File: config.mk
export PLATFORM = sky130hd
export DESIGN_NAME = conductivity_average_compensate_unit
export DESIGN_NICKNAME = d
export VERILOG_FILES = /design/src/design/cac_pkg.sv /design/src/design/cac_div.sv /design/src/design/cac_dp.sv /design/src/design/cac_ctrl.sv /design/src/design/conductivity_average_compensate_unit.sv
export SDC_FILE = /design/constraint.sdc
export NUM_CORES = 2
export LEC_CHECK = 0
export BUFFER_PORTS_ARGS = -buffer_cell sky130_fd_sc_hd__buf_4
export CAP_MARGIN = 20
export CORE_MARGIN = 2
export CORE_UTILIZATION = 40
export DETAILED_ROUTE_END_ITERATION = 16
export HOLD_SLACK_MARGIN = 0.02
export PLACE_DENSITY = 0.55
export SLEW_MARGIN = 10
export SYNTH_ARGS = -nofsm -noshare
export SYNTH_HDL_FRONTEND = slang
export SYNTH_SLANG_ARGS = --single-unit
File: constraint.sdc
create_clock -name clk -period 22.3 [get_ports clk]
set_input_delay 1.115 -clock clk [delete_from_list [all_inputs] [get_ports clk]]
set_output_delay 1.115 -clock clk [all_outputs]
set_load 0.02 [all_outputs]
File: src/design/cac_pkg.sv
// Shared types, constants and codes for the conductivity average and compensate unit.
package cac_pkg;

  // Field widths of the sample and result beats, the offset and the accumulator.
  localparam int ADC_W    = 10;
  localparam int TEMP_W   = 12;
  localparam int OFS_W    = 12;
  localparam int COND_W   = 15;
  localparam int SUM_W    = 16;
  localparam int CNT_W    = 6;

  // Default group size.
  localparam int SAMPLES_PER_READING_DEF = 40;

  // Divider widths: the compensation divide needs a 38-bit dividend
  // and an 18-bit positive coefficient as divisor.
  localparam int DIVIDEND_W = 38;
  localparam int DIVISOR_W  = 18;

  // Intermediate widths.
  localparam int SCALED_W = 27;   // sum * 1250 + N/2
  localparam int VOLT_W   = 21;   // average voltage, Q.8 mV
  localparam int TPROD_W  = 29;   // 19399 * (T - 400)
  localparam int COEF_W   = 19;   // signed Q2.16 coefficient
  localparam int PCOMP_W  = 20;   // compensated voltage, Q.8 mV, in range
  localparam int SEGP_W   = 30;   // slope * P
  localparam int X_W      = 32;   // signed segment value, 25600 per uS/cm

  // Final scaling by 1/100 as a reciprocal multiply, exact for 24-bit operands.
  localparam int OUT_SHIFT  = 31;
  localparam int OUT_PROD_W = 49;
  localparam int OUT_Q_W    = 18;

  // Calibration offset after reset, in uS/cm.
  localparam logic signed [OFS_W-1:0] OFFSET_RESET = 12'sd150;

  // Arithmetic constants.
  localparam logic [SCALED_W-1:0]      MV_SCALE   = 27'd1250;
  localparam logic signed [15:0]       COEF_K     = 16'sd19399;
  localparam logic signed [12:0]       TEMP_REF   = 13'sd400;
  localparam logic signed [COEF_W-1:0] COEF_ONE   = 19'sd65536;
  localparam logic signed [15:0]       OFS_SCALE  = 16'sd25600;
  localparam logic [DIVIDEND_W-1:0]    P_MAX      = 38'd844800;   // 3300 mV
  localparam logic [PCOMP_W-1:0]       SEG1_TOP   = 20'd114688;   // 448 mV
  localparam logic [PCOMP_W-1:0]       SEG2_TOP   = 20'd372992;   // 1457 mV
  localparam logic [9:0]               SLOPE_LOW  = 10'd684;
  localparam logic [9:0]               SLOPE_MID  = 10'd698;
  localparam logic [9:0]               SLOPE_HIGH = 10'd530;
  localparam logic signed [X_W-1:0]    BIAS_LOW   = -32'sd1646592;
  localparam logic signed [X_W-1:0]    BIAS_MID   = -32'sd3251200;
  localparam logic signed [X_W-1:0]    BIAS_HIGH  = 32'sd58316800;
  localparam logic signed [X_W-1:0]    ROUND_HALF = 32'sd12800;
  localparam logic [24:0]              OUT_RECIP  = 25'd21474837;  // ceil(2^31 / 100)
  localparam logic [OUT_Q_W-1:0]       COND_MAX   = 18'd32767;

  // Range status codes.
  typedef enum logic [1:0] {
    RANGE_OK    = 2'd0,
    RANGE_BELOW = 2'd1,
    RANGE_ABOVE = 2'd2
  } cac_range_t;

  // Sample beat.
  typedef struct packed {
    logic [ADC_W-1:0]         adc_sample;
    logic signed [TEMP_W-1:0] water_temp_sixteenths;
  } cac_in_t;

  // Result beat.
  typedef struct packed {
    logic [COND_W-1:0] conductivity_us_per_cm;
    cac_range_t        range_status;
  } cac_out_t;

  // Kind of result loaded into the output register.
  typedef enum logic [1:0] {
    RES_ABOVE,
    RES_ZERO,
    RES_VALUE
  } cac_res_sel_t;

  // Controller states.
  typedef enum logic [3:0] {
    ST_IDLE,
    ST_SCALE,
    ST_COEF_MUL,
    ST_COEF_FIX,
    ST_DIV_START,
    ST_DIV_WAIT,
    ST_SEG_MUL,
    ST_SEG_SUM,
    ST_OUT_SCALE,
    ST_OUT_ABOVE,
    ST_OUT_ZERO,
    ST_OUT_VALUE
  } cac_state_t;

  // Commands from the controller to the datapath.
  typedef struct packed {
    logic         accept;
    logic         scale;
    logic         coef_mul;
    logic         avg;
    logic         coef_fix;
    logic         div_start;
    logic         cap_p;
    logic         seg_mul;
    logic         seg_sum;
    logic         out_scale;
    logic         load_res;
    cac_res_sel_t res_sel;
  } cac_cmd_t;

  // Status from the datapath to the controller.
  typedef struct packed {
    logic last_sample;
    logic div_done;
    logic coef_bad;
    logic p_over;
    logic x_pos;
  } cac_stat_t;

endpackage

File: src/design/cac_div.sv
// Restoring divider, one quotient bit per cycle, for the temperature compensation divide.
module cac_div import cac_pkg::*; (
  input  logic                  clk,
  input  logic                  rst,
  input  logic                  start,
  input  logic [DIVIDEND_W-1:0] dividend,
  input  logic [DIVISOR_W-1:0]  divisor,
  output logic                  done,
  output logic [DIVIDEND_W-1:0] quotient
);

  localparam int STEPS  = DIVIDEND_W;
  localparam int STEP_W = $clog2(STEPS + 1);

  logic                  active;
  logic [STEP_W-1:0]     steps_left;
  logic [DIVISOR_W-1:0]  div_q;
  logic [DIVISOR_W-1:0]  rem;
  logic [DIVIDEND_W-1:0] quo;
  logic [DIVISOR_W:0]    trial;
  logic                  fits;
  logic [DIVISOR_W-1:0]  rem_next;
  logic [DIVIDEND_W-1:0] quo_next;

  // One shift-and-subtract step.
  always_comb begin
    trial    = {rem, quo[DIVIDEND_W-1]};
    fits     = trial >= {1'b0, div_q};
    rem_next = fits ? DIVISOR_W'(trial - {1'b0, div_q}) : DIVISOR_W'(trial);
    quo_next = {quo[DIVIDEND_W-2:0], fits};
  end

  // Step counter and completion pulse.
  always_ff @(posedge clk) begin
    if (rst) begin
      active     <= 1'b0;
      done       <= 1'b0;
      steps_left <= '0;
    end else begin
      done <= 1'b0;
      if (start) begin
        active     <= 1'b1;
        steps_left <= STEP_W'(STEPS);
      end else if (active) begin
        steps_left <= steps_left - 1'b1;
        if (steps_left == STEP_W'(1)) begin
          active <= 1'b0;
          done   <= 1'b1;
        end
      end
    end
  end

  // Remainder and quotient registers; the dividend shifts out as quotient bits shift in.
  always_ff @(posedge clk) begin
    if (start) begin
      div_q <= divisor;
      rem   <= '0;
      quo   <= dividend;
    end else if (active) begin
      rem <= rem_next;
      quo <= quo_next;
    end
  end

  assign quotient = quo;

endmodule

File: src/design/cac_dp.sv
// Datapath: sample accumulation, fixed-point conversion stages and the result register.
module cac_dp import cac_pkg::*; #(
  parameter int SAMPLES_PER_READING = SAMPLES_PER_READING_DEF
) (
  input  logic                    clk,
  input  logic                    rst,
  input  cac_cmd_t                cmd,
  input  cac_in_t                 sample,
  input  logic                    cfg_write,
  input  logic signed [OFS_W-1:0] cfg_data,
  output cac_stat_t               stat,
  output cac_out_t                result
);

  // The average divides by the group size through a reciprocal multiply. With the
  // shift at SCALED_W + clog2(N) the rounded-up reciprocal is exact for any dividend
  // below 2^SCALED_W.
  localparam int AVG_SHIFT   = SCALED_W + $clog2(SAMPLES_PER_READING);
  localparam int AVG_RECIP_W = SCALED_W + 1;
  localparam int AVG_PROD_W  = SCALED_W + AVG_RECIP_W;
  localparam logic [AVG_RECIP_W-1:0] AVG_RECIP = AVG_RECIP_W'(
      ((64'd1 << AVG_SHIFT) + 64'(SAMPLES_PER_READING) - 64'd1) /
      64'(SAMPLES_PER_READING));

  localparam logic [CNT_W:0]        GROUP_N = (CNT_W + 1)'(SAMPLES_PER_READING);
  localparam logic [SCALED_W-1:0]   HALF_N  = SCALED_W'(SAMPLES_PER_READING / 2);

  logic [SUM_W-1:0]           sum;
  logic [CNT_W-1:0]           count;
  logic signed [OFS_W-1:0]    offset;
  logic [SUM_W-1:0]           grp_sum;
  logic signed [TEMP_W-1:0]   temp_q;
  logic [SCALED_W-1:0]        sum_scaled;
  logic signed [TPROD_W-1:0]  tprod;
  logic signed [COEF_W-1:0]   coef;
  logic signed [X_W-1:0]      ofs_term;
  logic [VOLT_W-1:0]          v;
  logic [PCOMP_W-1:0]         p;
  logic [SEGP_W-1:0]          segprod;
  logic signed [X_W-1:0]      seg_off;
  logic signed [X_W-1:0]      x;
  logic [COND_W-1:0]          cond;
  cac_out_t                   result_q;

  logic [SUM_W-1:0]           sum_add;
  logic signed [12:0]         temp_diff;
  logic signed [TPROD_W-1:0]  tprod_rnd;
  logic [9:0]                 slope;
  logic signed [X_W-1:0]      bias;
  logic signed [X_W-1:0]      x_rnd;
  logic [AVG_PROD_W-1:0]      avg_prod;
  logic [OUT_PROD_W-1:0]      out_prod;
  logic [OUT_Q_W-1:0]         out_quo;
  logic [DIVIDEND_W-1:0]      div_dividend;
  logic [DIVISOR_W-1:0]       div_divisor;
  logic                       div_done;
  logic [DIVIDEND_W-1:0]      div_quo;
  logic [COND_W-1:0]          cond_sat;

  // Running sum and count of the current group.
  assign sum_add          = sum + SUM_W'(sample.adc_sample);
  assign stat.last_sample = ({1'b0, count} + 1'b1) == GROUP_N;

  always_ff @(posedge clk) begin
    if (rst) begin
      sum   <= '0;
      count <= '0;
    end else if (cmd.accept) begin
      if (stat.last_sample) begin
        sum   <= '0;
        count <= '0;
      end else begin
        sum   <= sum_add;
        count <= count + 1'b1;
      end
    end
  end

  // Calibration offset register.
  always_ff @(posedge clk) begin
    if (rst) begin
      offset <= OFFSET_RESET;
    end else if (cfg_write) begin
      offset <= cfg_data;
    end
  end

  // Segment slope and bias from the compensated voltage.
  always_comb begin
    if (p <= SEG1_TOP) begin
      slope = SLOPE_LOW;
      bias  = BIAS_LOW;
    end else if (p <= SEG2_TOP) begin
      slope = SLOPE_MID;
      bias  = BIAS_MID;
    end else begin
      slope = SLOPE_HIGH;
      bias  = BIAS_HIGH;
    end
  end

  assign temp_diff = $signed({temp_q[TEMP_W-1], temp_q}) - TEMP_REF;
  assign tprod_rnd = tprod + TPROD_W'(128);
  assign x_rnd     = x + ROUND_HALF;

  // Reciprocal multiplies for the average and for the final scaling by 1/25600.
  assign avg_prod = AVG_PROD_W'(sum_scaled) * AVG_PROD_W'(AVG_RECIP);
  assign out_prod = OUT_PROD_W'(x_rnd[X_W-1:8]) * OUT_PROD_W'(OUT_RECIP);
  assign out_quo  = out_prod[OUT_SHIFT +: OUT_Q_W];

  // Saturate the final quotient.
  assign cond_sat = (out_quo > COND_MAX) ? '1 : out_quo[COND_W-1:0];

  // Conversion stage registers, each loaded on its step command.
  always_ff @(posedge clk) begin
    if (cmd.accept && stat.last_sample) begin
      grp_sum <= sum_add;
      temp_q  <= sample.water_temp_sixteenths;
    end
    if (cmd.scale) begin
      sum_scaled <= SCALED_W'(grp_sum) * MV_SCALE + HALF_N;
    end
    if (cmd.coef_mul) begin
      tprod <= COEF_K * temp_diff;
    end
    if (cmd.avg) begin
      v <= avg_prod[AVG_SHIFT +: VOLT_W];
    end
    if (cmd.coef_fix) begin
      coef     <= COEF_ONE + COEF_W'(tprod_rnd >>> 8);
      ofs_term <= offset * OFS_SCALE;
    end
    if (cmd.cap_p) begin
      p <= div_quo[PCOMP_W-1:0];
    end
    if (cmd.seg_mul) begin
      segprod <= SEGP_W'(p) * SEGP_W'(slope);
      seg_off <= bias;
    end
    if (cmd.seg_sum) begin
      x <= $signed({2'b00, segprod}) + seg_off + ofs_term;
    end
    if (cmd.out_scale) begin
      cond <= cond_sat;
    end
  end

  // Compensation divide operands, with half the coefficient added for rounding.
  assign div_dividend = {1'b0, v, 16'b0} + DIVIDEND_W'(coef[DIVISOR_W-1:1]);
  assign div_divisor  = coef[DIVISOR_W-1:0];

  cac_div u_div (
    .clk      (clk),
    .rst      (rst),
    .start    (cmd.div_start),
    .dividend (div_dividend),
    .divisor  (div_divisor),
    .done     (div_done),
    .quotient (div_quo)
  );

  // Status back to the controller.
  assign stat.div_done = div_done;
  assign stat.coef_bad = coef <= $signed(COEF_W'(0));
  assign stat.p_over   = div_quo > P_MAX;
  assign stat.x_pos    = x > $signed(X_W'(0));

  // Output register.
  always_ff @(posedge clk) begin
    if (cmd.load_res) begin
      case (cmd.res_sel)
        RES_ABOVE: begin
          result_q.conductivity_us_per_cm <= '0;
          result_q.range_status           <= RANGE_ABOVE;
        end
        RES_ZERO: begin
          result_q.conductivity_us_per_cm <= '0;
          result_q.range_status           <= RANGE_OK;
        end
        RES_VALUE: begin
          result_q.conductivity_us_per_cm <= cond;
          result_q.range_status           <= RANGE_OK;
        end
        default: begin
          result_q.conductivity_us_per_cm <= '0;
          result_q.range_status           <= RANGE_ABOVE;
        end
      endcase
    end
  end

  assign result = result_q;

endmodule

File: src/design/cac_ctrl.sv
// Controller: sequences accumulation, conversion steps and result delivery.
module cac_ctrl import cac_pkg::*; (
  input  logic      clk,
  input  logic      rst,
  input  logic      sample_valid,
  input  logic      result_stall,
  input  cac_stat_t stat,
  output logic      sample_stall,
  output logic      result_valid,
  output cac_cmd_t  cmd
);

  cac_state_t state;
  cac_state_t state_next;
  logic       result_valid_next;
  logic       out_free;

  // The output register can take a new result when empty or being drained.
  assign out_free = !result_valid || !result_stall;

  // Next state.
  always_comb begin
    state_next = state;
    case (state)
      ST_IDLE: begin
        if (sample_valid && stat.last_sample) begin
          state_next = ST_SCALE;
        end
      end
      ST_SCALE:      state_next = ST_COEF_MUL;
      ST_COEF_MUL:   state_next = ST_COEF_FIX;
      ST_COEF_FIX:   state_next = ST_DIV_START;
      ST_DIV_START:  state_next = stat.coef_bad ? ST_OUT_ABOVE : ST_DIV_WAIT;
      ST_DIV_WAIT: begin
        if (stat.div_done) begin
          state_next = stat.p_over ? ST_OUT_ABOVE : ST_SEG_MUL;
        end
      end
      ST_SEG_MUL:    state_next = ST_SEG_SUM;
      ST_SEG_SUM:    state_next = ST_OUT_SCALE;
      ST_OUT_SCALE:  state_next = stat.x_pos ? ST_OUT_VALUE : ST_OUT_ZERO;
      ST_OUT_ABOVE, ST_OUT_ZERO, ST_OUT_VALUE: begin
        if (out_free) begin
          state_next = ST_IDLE;
        end
      end
      default: state_next = ST_IDLE;
    endcase
  end

  // Commands to the datapath.
  always_comb begin
    cmd          = '0;
    cmd.res_sel  = RES_VALUE;
    sample_stall = (state != ST_IDLE);
    case (state)
      ST_IDLE:       cmd.accept = sample_valid;
      ST_SCALE:      cmd.scale = 1'b1;
      ST_COEF_MUL: begin
        cmd.coef_mul = 1'b1;
        cmd.avg      = 1'b1;
      end
      ST_COEF_FIX:   cmd.coef_fix = 1'b1;
      ST_DIV_START:  cmd.div_start = !stat.coef_bad;
      ST_DIV_WAIT:   cmd.cap_p = stat.div_done;
      ST_SEG_MUL:    cmd.seg_mul = 1'b1;
      ST_SEG_SUM:    cmd.seg_sum = 1'b1;
      ST_OUT_SCALE:  cmd.out_scale = 1'b1;
      ST_OUT_ABOVE: begin
        cmd.load_res = out_free;
        cmd.res_sel  = RES_ABOVE;
      end
      ST_OUT_ZERO: begin
        cmd.load_res = out_free;
        cmd.res_sel  = RES_ZERO;
      end
      ST_OUT_VALUE: begin
        cmd.load_res = out_free;
        cmd.res_sel  = RES_VALUE;
      end
      default: begin
        cmd = '0;
      end
    endcase
  end

  // Result valid flag: set on load, cleared when the beat is taken.
  always_comb begin
    result_valid_next = result_valid;
    if (cmd.load_res) begin
      result_valid_next = 1'b1;
    end else if (result_valid && !result_stall) begin
      result_valid_next = 1'b0;
    end
  end

  always_ff @(posedge clk) begin
    if (rst) begin
      state        <= ST_IDLE;
      result_valid <= 1'b0;
    end else begin
      state        <= state_next;
      result_valid <= result_valid_next;
    end
  end

  // A result appears only out of one of the output states.
  a_result_from_out: assert property (@(posedge clk) disable iff (rst)
    $rose(result_valid) |-> $past(state == ST_OUT_ABOVE || state == ST_OUT_ZERO ||
                                  state == ST_OUT_VALUE))
    else $error("result valid rose outside an output state");

  // The divider finishes only while the controller waits for it.
  a_div_done_wait: assert property (@(posedge clk) disable iff (rst)
    stat.div_done |-> state == ST_DIV_WAIT)
    else $error("divider done outside the wait state");

  // The last sample of a group starts a conversion.
  a_last_starts: assert property (@(posedge clk) disable iff (rst)
    (state == ST_IDLE && sample_valid && stat.last_sample) |=> state == ST_SCALE)
    else $error("last sample did not start a conversion");

endmodule

File: src/design/conductivity_average_compensate_unit.sv
// A sample that does not close its group is absorbed by the accumulator. The closing
// sample's result passes the scale, coefficient, 38-step compensation divide, segment
// and output steps; above range after the divide it skips the segment and output steps,
// and a bad coefficient also skips the divide. Throughput: one sample per cycle within a
// group; sample_stall stays high from the closing sample until its result is loaded.
// Reset (synchronous): clears sum, count, controller and result valid; offset = 150.
module conductivity_average_compensate_unit import cac_pkg::*; #(
  parameter int SAMPLES_PER_READING = SAMPLES_PER_READING_DEF
) (
  input  logic                    clk,
  input  logic                    rst,
  input  logic                    sample_valid,
  output logic                    sample_stall,
  input  cac_in_t                 sample,
  output logic                    result_valid,
  input  logic                    result_stall,
  output cac_out_t                result,
  input  logic                    cfg_valid,
  output logic                    cfg_ready,
  input  logic signed [OFS_W-1:0] cfg_data
);

  cac_cmd_t  cmd;
  cac_stat_t stat;

  // The offset register takes a write in any cycle.
  assign cfg_ready = 1'b1;

  cac_ctrl u_ctrl (
    .clk          (clk),
    .rst          (rst),
    .sample_valid (sample_valid),
    .result_stall (result_stall),
    .stat         (stat),
    .sample_stall (sample_stall),
    .result_valid (result_valid),
    .cmd          (cmd)
  );

  cac_dp #(
    .SAMPLES_PER_READING (SAMPLES_PER_READING)
  ) u_dp (
    .clk       (clk),
    .rst       (rst),
    .cmd       (cmd),
    .sample    (sample),
    .cfg_write (cfg_valid && cfg_ready),
    .cfg_data  (cfg_data),
    .stat      (stat),
    .result    (result)
  );

endmodule

==> results.md <==
- Mapped Cells: between 4000 and 5000
- Slew margin rel.: 0.316
- Clock Tree Root: clkbuf_16
- Comb pwr share: 0.113
- Core Util, Final: 0.437
- DRT Pass-1 Iters: 5
- Req. time, crit path: about 23 ns
- Worst R2R Start: u_dp.x[9]$_DFFE_PP_
- H-tree depth: 2
- Warnings from Yosys: 0
- Vias in the first global route: 33114
- Worst VDD drop: 0.0539 mV
- Final instance area: slightly above 50000 µm²
- Int Pwr: between 1 and 1.5 mW
- EDFF count, synth: 304
- Clk slew on worst S/H paths: 0.06 ns
- Final setup margin: 13.30 ns
- Num CTS Buffers: 47
- Gpl congestion: 0.913
- Yosys reg bits: 369
- Finished Layout Cells: 6334
- Post-DP Area: 50100 µm²
- Critical Path Sink Type: flip-flop
- Worst min-delay path class: reg2reg
- Seq/Total Area, Yosys: 0.219
- Die Span X: 349 µm
- Pwr dens: about 33 nW/µm²
- RSZ-0062 raised after global routing: no
- Setup crit end: u_dp.cond[9]$_SDFFCE_PN1P_
- Total setup buffers inserted after CTS: 0
- Setup TNS: 0 ns
- Largest net degree at the start of global routing: 82
- Clock Sinks: ~370
- Cell count after placement: 6242
- First-pass GRT wire length: between 150 and 200 mm
- Final critical-path share of the clock period: 0.404
- Max clock buf depth: 3
- WS Path Type: reg2reg
- Layout Nets: approximately 6300
- Drt wl/cell: 17.6 µm
- Initial antenna violation count: 3
- Final Max Tran Viols: 0
- Post-synth ARST share: 0
- Sequential share of power: 0.451
- Total Routed Length: 112 mm
- Peak Freq: 111 MHz
- Min Tclk post-route: ~9.0 ns
- Worst skew pair latency: 0.64 ns
- Total grt overflow: 0
- Clock share of power: 0.436
- Post_cts resized: 0
- IO Port Bufs: 56
- Via density: 4.91
- Slowest CP cell: fa_1
- Die Y: 349 µm
- Initial Util: 0.403
- Syn Area/Cell: around 10 µm²
- # DRC: 0
- GR Util All Layers: 0.190
- Clock Skew: 0.0480 ns
- Fraction of layout cells with a size suffix above 1: 0.0430
- Final Hold Fails: 0
- CTS tree: yes
- DR vias: 31089
- # rows: 126
- Distinct cells, synth: 86
- Area of the die: 122000 µm²
- Synth Cell Area: 47600 µm²
- Hold-fix buffers, CTS: 0
- CP Launch Type: flip-flop
- FF-to-FF setup slack: around 13 ns
- Reg2reg end: u_dp.cond[9]$_SDFFCE_PN1P_
- Starting DRC count in detailed routing: 1366
- Status: finished clean
- Synth Flop Type: edfxtp_1
- Worst slew pin tran: 1.02 ns
- P_leak: ~25 nW
- Switching power: 437 µW
- Antenna-violating nets left: 0
- Crit path max fanout: 15
- CP dominant cell by count: fa_1
- Io pins: 59
- Hpwl dp: about 97 mm
- Final setup viols: 0
- Filler cells: about 11000
- Area Overhead vs Synth: 8.27%
- Crit path from: u_dp.x[9]$_DFFE_PP_
- Pre-CTS setup slack: 13.31 ns
- Sw frac: 0.256
- Crit path arrival time: ~9.4 ns
- R2R depth: 31
- Critical path's largest stage delay: 0.54 ns
- Core ar.: between 100000 and 150000 µm²
- Max-cap violations: 0
## power groups by stage
stage	Combinational (mW)	Sequential (mW)	Clock (mW)
global placement	0.191	0.783	0
finish	0.192	0.769	0.744
global route	0.220	0.771	0.791
CTS	0.194	0.769	0.770
floorplan	0.154	0.779	0
detailed placement	0.192	0.783	0
## synthesized netlist by cell type, types with 8 or more instances
| library cell | n | share of area |
|---|---|---|
| or3_1 | 12 | 0.0016 |
| xor2_1 | 81 | 0.015 |
| a21o_1 | 67 | 0.011 |
| and2_1 | 51 | 0.0067 |
| and3_1 | 26 | 0.0034 |
| o21bai_1 | 20 | 0.0032 |
| fa_1 | 597 | 0.25 |
| nor2b_1 | 26 | 0.0034 |
| or2_2 | 20 | 0.0026 |
| mux2i_1 | 27 | 0.0057 |
| nor4_1 | 24 | 0.0032 |
| or4_1 | 8 | 0.0013 |
| nand4_1 | 39 | 0.0051 |
| nand3_1 | 74 | 0.0078 |
| nor3_1 | 68 | 0.0071 |
| xnor2_1 | 166 | 0.031 |
| a31oi_1 | 21 | 0.0028 |
| nor2_1 | 160 | 0.013 |
| o21a_1 | 22 | 0.0035 |
| nand2_1 | 243 | 0.019 |
| inv_1 | 1137 | 0.090 |
| o211ai_1 | 14 | 0.0022 |
| a21oi_1 | 172 | 0.018 |
| o21ai_0 | 121 | 0.013 |
| edfxtp_1 | 304 | 0.19 |
| clkbuf_1 | 40 | 0.0032 |
| nand2b_1 | 43 | 0.0056 |
| dfxtp_1 | 65 | 0.027 |
| a211oi_1 | 21 | 0.0033 |
| ha_1 | 859 | 0.23 |
## critical path, delay by kind of cell, from the launching register on
kind                       cells  cell delay [ns]
xor gates and xnor gates       2             0.90
AOI/OAI and AO/OA              5             1.21
buffers and inverters          4             0.27
DFF                            1             0.51
and+or+nand+nor               11             2.13
adders and majority gates      9             3.69
## through the flow
stage | hold slack (ns) | total power [mW]
finish | 0.417 | 1.70
global route | 0.424 | 1.78
CTS | 0.417 | 1.73
detailed placement | 0.405 | 0.975
global placement | 0.407 | 0.974
floorplan | 0.400 | 0.933
## registers in the layout (all words and copies together) (netlist names)
| signal | cells |
|---|---|
| u_dp.u_div.steps_left | 6 |
| u_dp.sum | 16 |
| u_ctrl.result_valid | 1 |
| u_dp.x | 31 |
| u_dp.count | 6 |
| u_dp.u_div.active | 1 |
| u_dp.sum_scaled | 26 |
| u_dp.result | 16 |
| u_dp.u_div.done | 1 |
| u_dp.u_div.div_q | 18 |
| u_dp.segprod | 29 |
| u_dp.cond | 15 |
| u_dp.u_div.quotient | 38 |
| u_dp.ofs_term | 18 |
| u_dp.coef | 19 |
| u_dp.temp_q | 12 |
| u_dp.seg_off | 5 |
| u_dp.offset | 12 |
| u_dp.tprod | 20 |
| u_dp.u_div.rem | 18 |
| u_dp.p | 20 |
| u_dp.v | 21 |
| u_ctrl.state | 4 |
| u_dp.grp_sum | 16 |
## placed cells by master (no fill, tap or decap), types with 7 or more instances in the layout
master	n
or2_2	20
xor2_1	81
conb_1	9
nand4_1	39
xnor2_1	166
clkbuf_16	48
inv_1	1137
or3_1	12
clkbuf_1	13
nor3_1	64
a211oi_1	21
dfxtp_1	65
buf_4	83
or4_1	7
edfxtp_1	304
ha_1	859
o21a_1	22
nand2b_1	42
nor2_1	157
clkinv_2	9
and3_1	26
o21bai_1	20
clkinv_1	10
a21oi_1	171
o211ai_1	14
o21ai_0	121
nor4_1	22
o31ai_1	7
and2_1	51
nand2_1	243
fa_1	597
nor2b_1	26
nand3_1	74
mux2i_1	27
a221oi_1	7
a21o_1	67
a31oi_1	21
## final cells by class
| class | count | area (µm²) | area share |
|---|---|---|---|
| Antenna cell | 3 | 7.51 | 0.000146 |
| Clock buffer | 61 | 1250 | 0.0242 |
| Clock inverter | 27 | 235 | 0.00456 |
| Inverter | 1138 | 4270 | 0.0828 |
| Multi-Input combinational cell | 3116 | 32800 | 0.636 |
| Sequential cell | 369 | 10400 | 0.202 |
| Tap cell | 1536 | 1920 | 0.0373 |
| Timing Repair Buffer | 84 | 636 | 0.0123 |
## logic make-up (layout without fill, tap and decap cells)
family | Yosys count | count (layout) | synth area share
adders and majority gates | 1456 | 1456 | 0.476
other | 2 | 12 | 0.000158
AOI/OAI and AO/OA | 546 | 546 | 0.0730
and+or+nand+nor | 831 | 831 | 0.0866
DFF | 369 | 369 | 0.219
muxes | 27 | 27 | 0.00567
buffers and inverters | 1187 | 1310 | 0.0938
xor gates and xnor gates | 247 | 247 | 0.0454
## metal layers
metal	track usage	share of wire
met1	0.249	0.46
met5	0	0
met4	0.0535	0.028
met2	0.332	0.49
met3	0.0195	0.029
## worst min-delay path by stage
stage / start / to / slack [ns] / depth (start not counted)
floorplan: u_dp.segprod[1]$_DFFE_PP_ / u_dp.x[1]$_DFFE_PP_ / 0.40 / 0
global placement: u_dp.segprod[1]$_DFFE_PP_ / u_dp.x[1]$_DFFE_PP_ / 0.41 / 0
detailed placement: u_dp.segprod[7]$_DFFE_PP_ / u_dp.x[7]$_DFFE_PP_ / 0.41 / 0
CTS: u_dp.segprod[7]$_DFFE_PP_ / u_dp.x[7]$_DFFE_PP_ / 0.42 / 0
global route: u_dp.segprod[1]$_DFFE_PP_ / u_dp.x[1]$_DFFE_PP_ / 0.42 / 0
finish: u_dp.segprod[7]$_DFFE_PP_ / u_dp.x[7]$_DFFE_PP_ / 0.42 / 0
No activity file was read; power rests on OpenSTA's default activity.
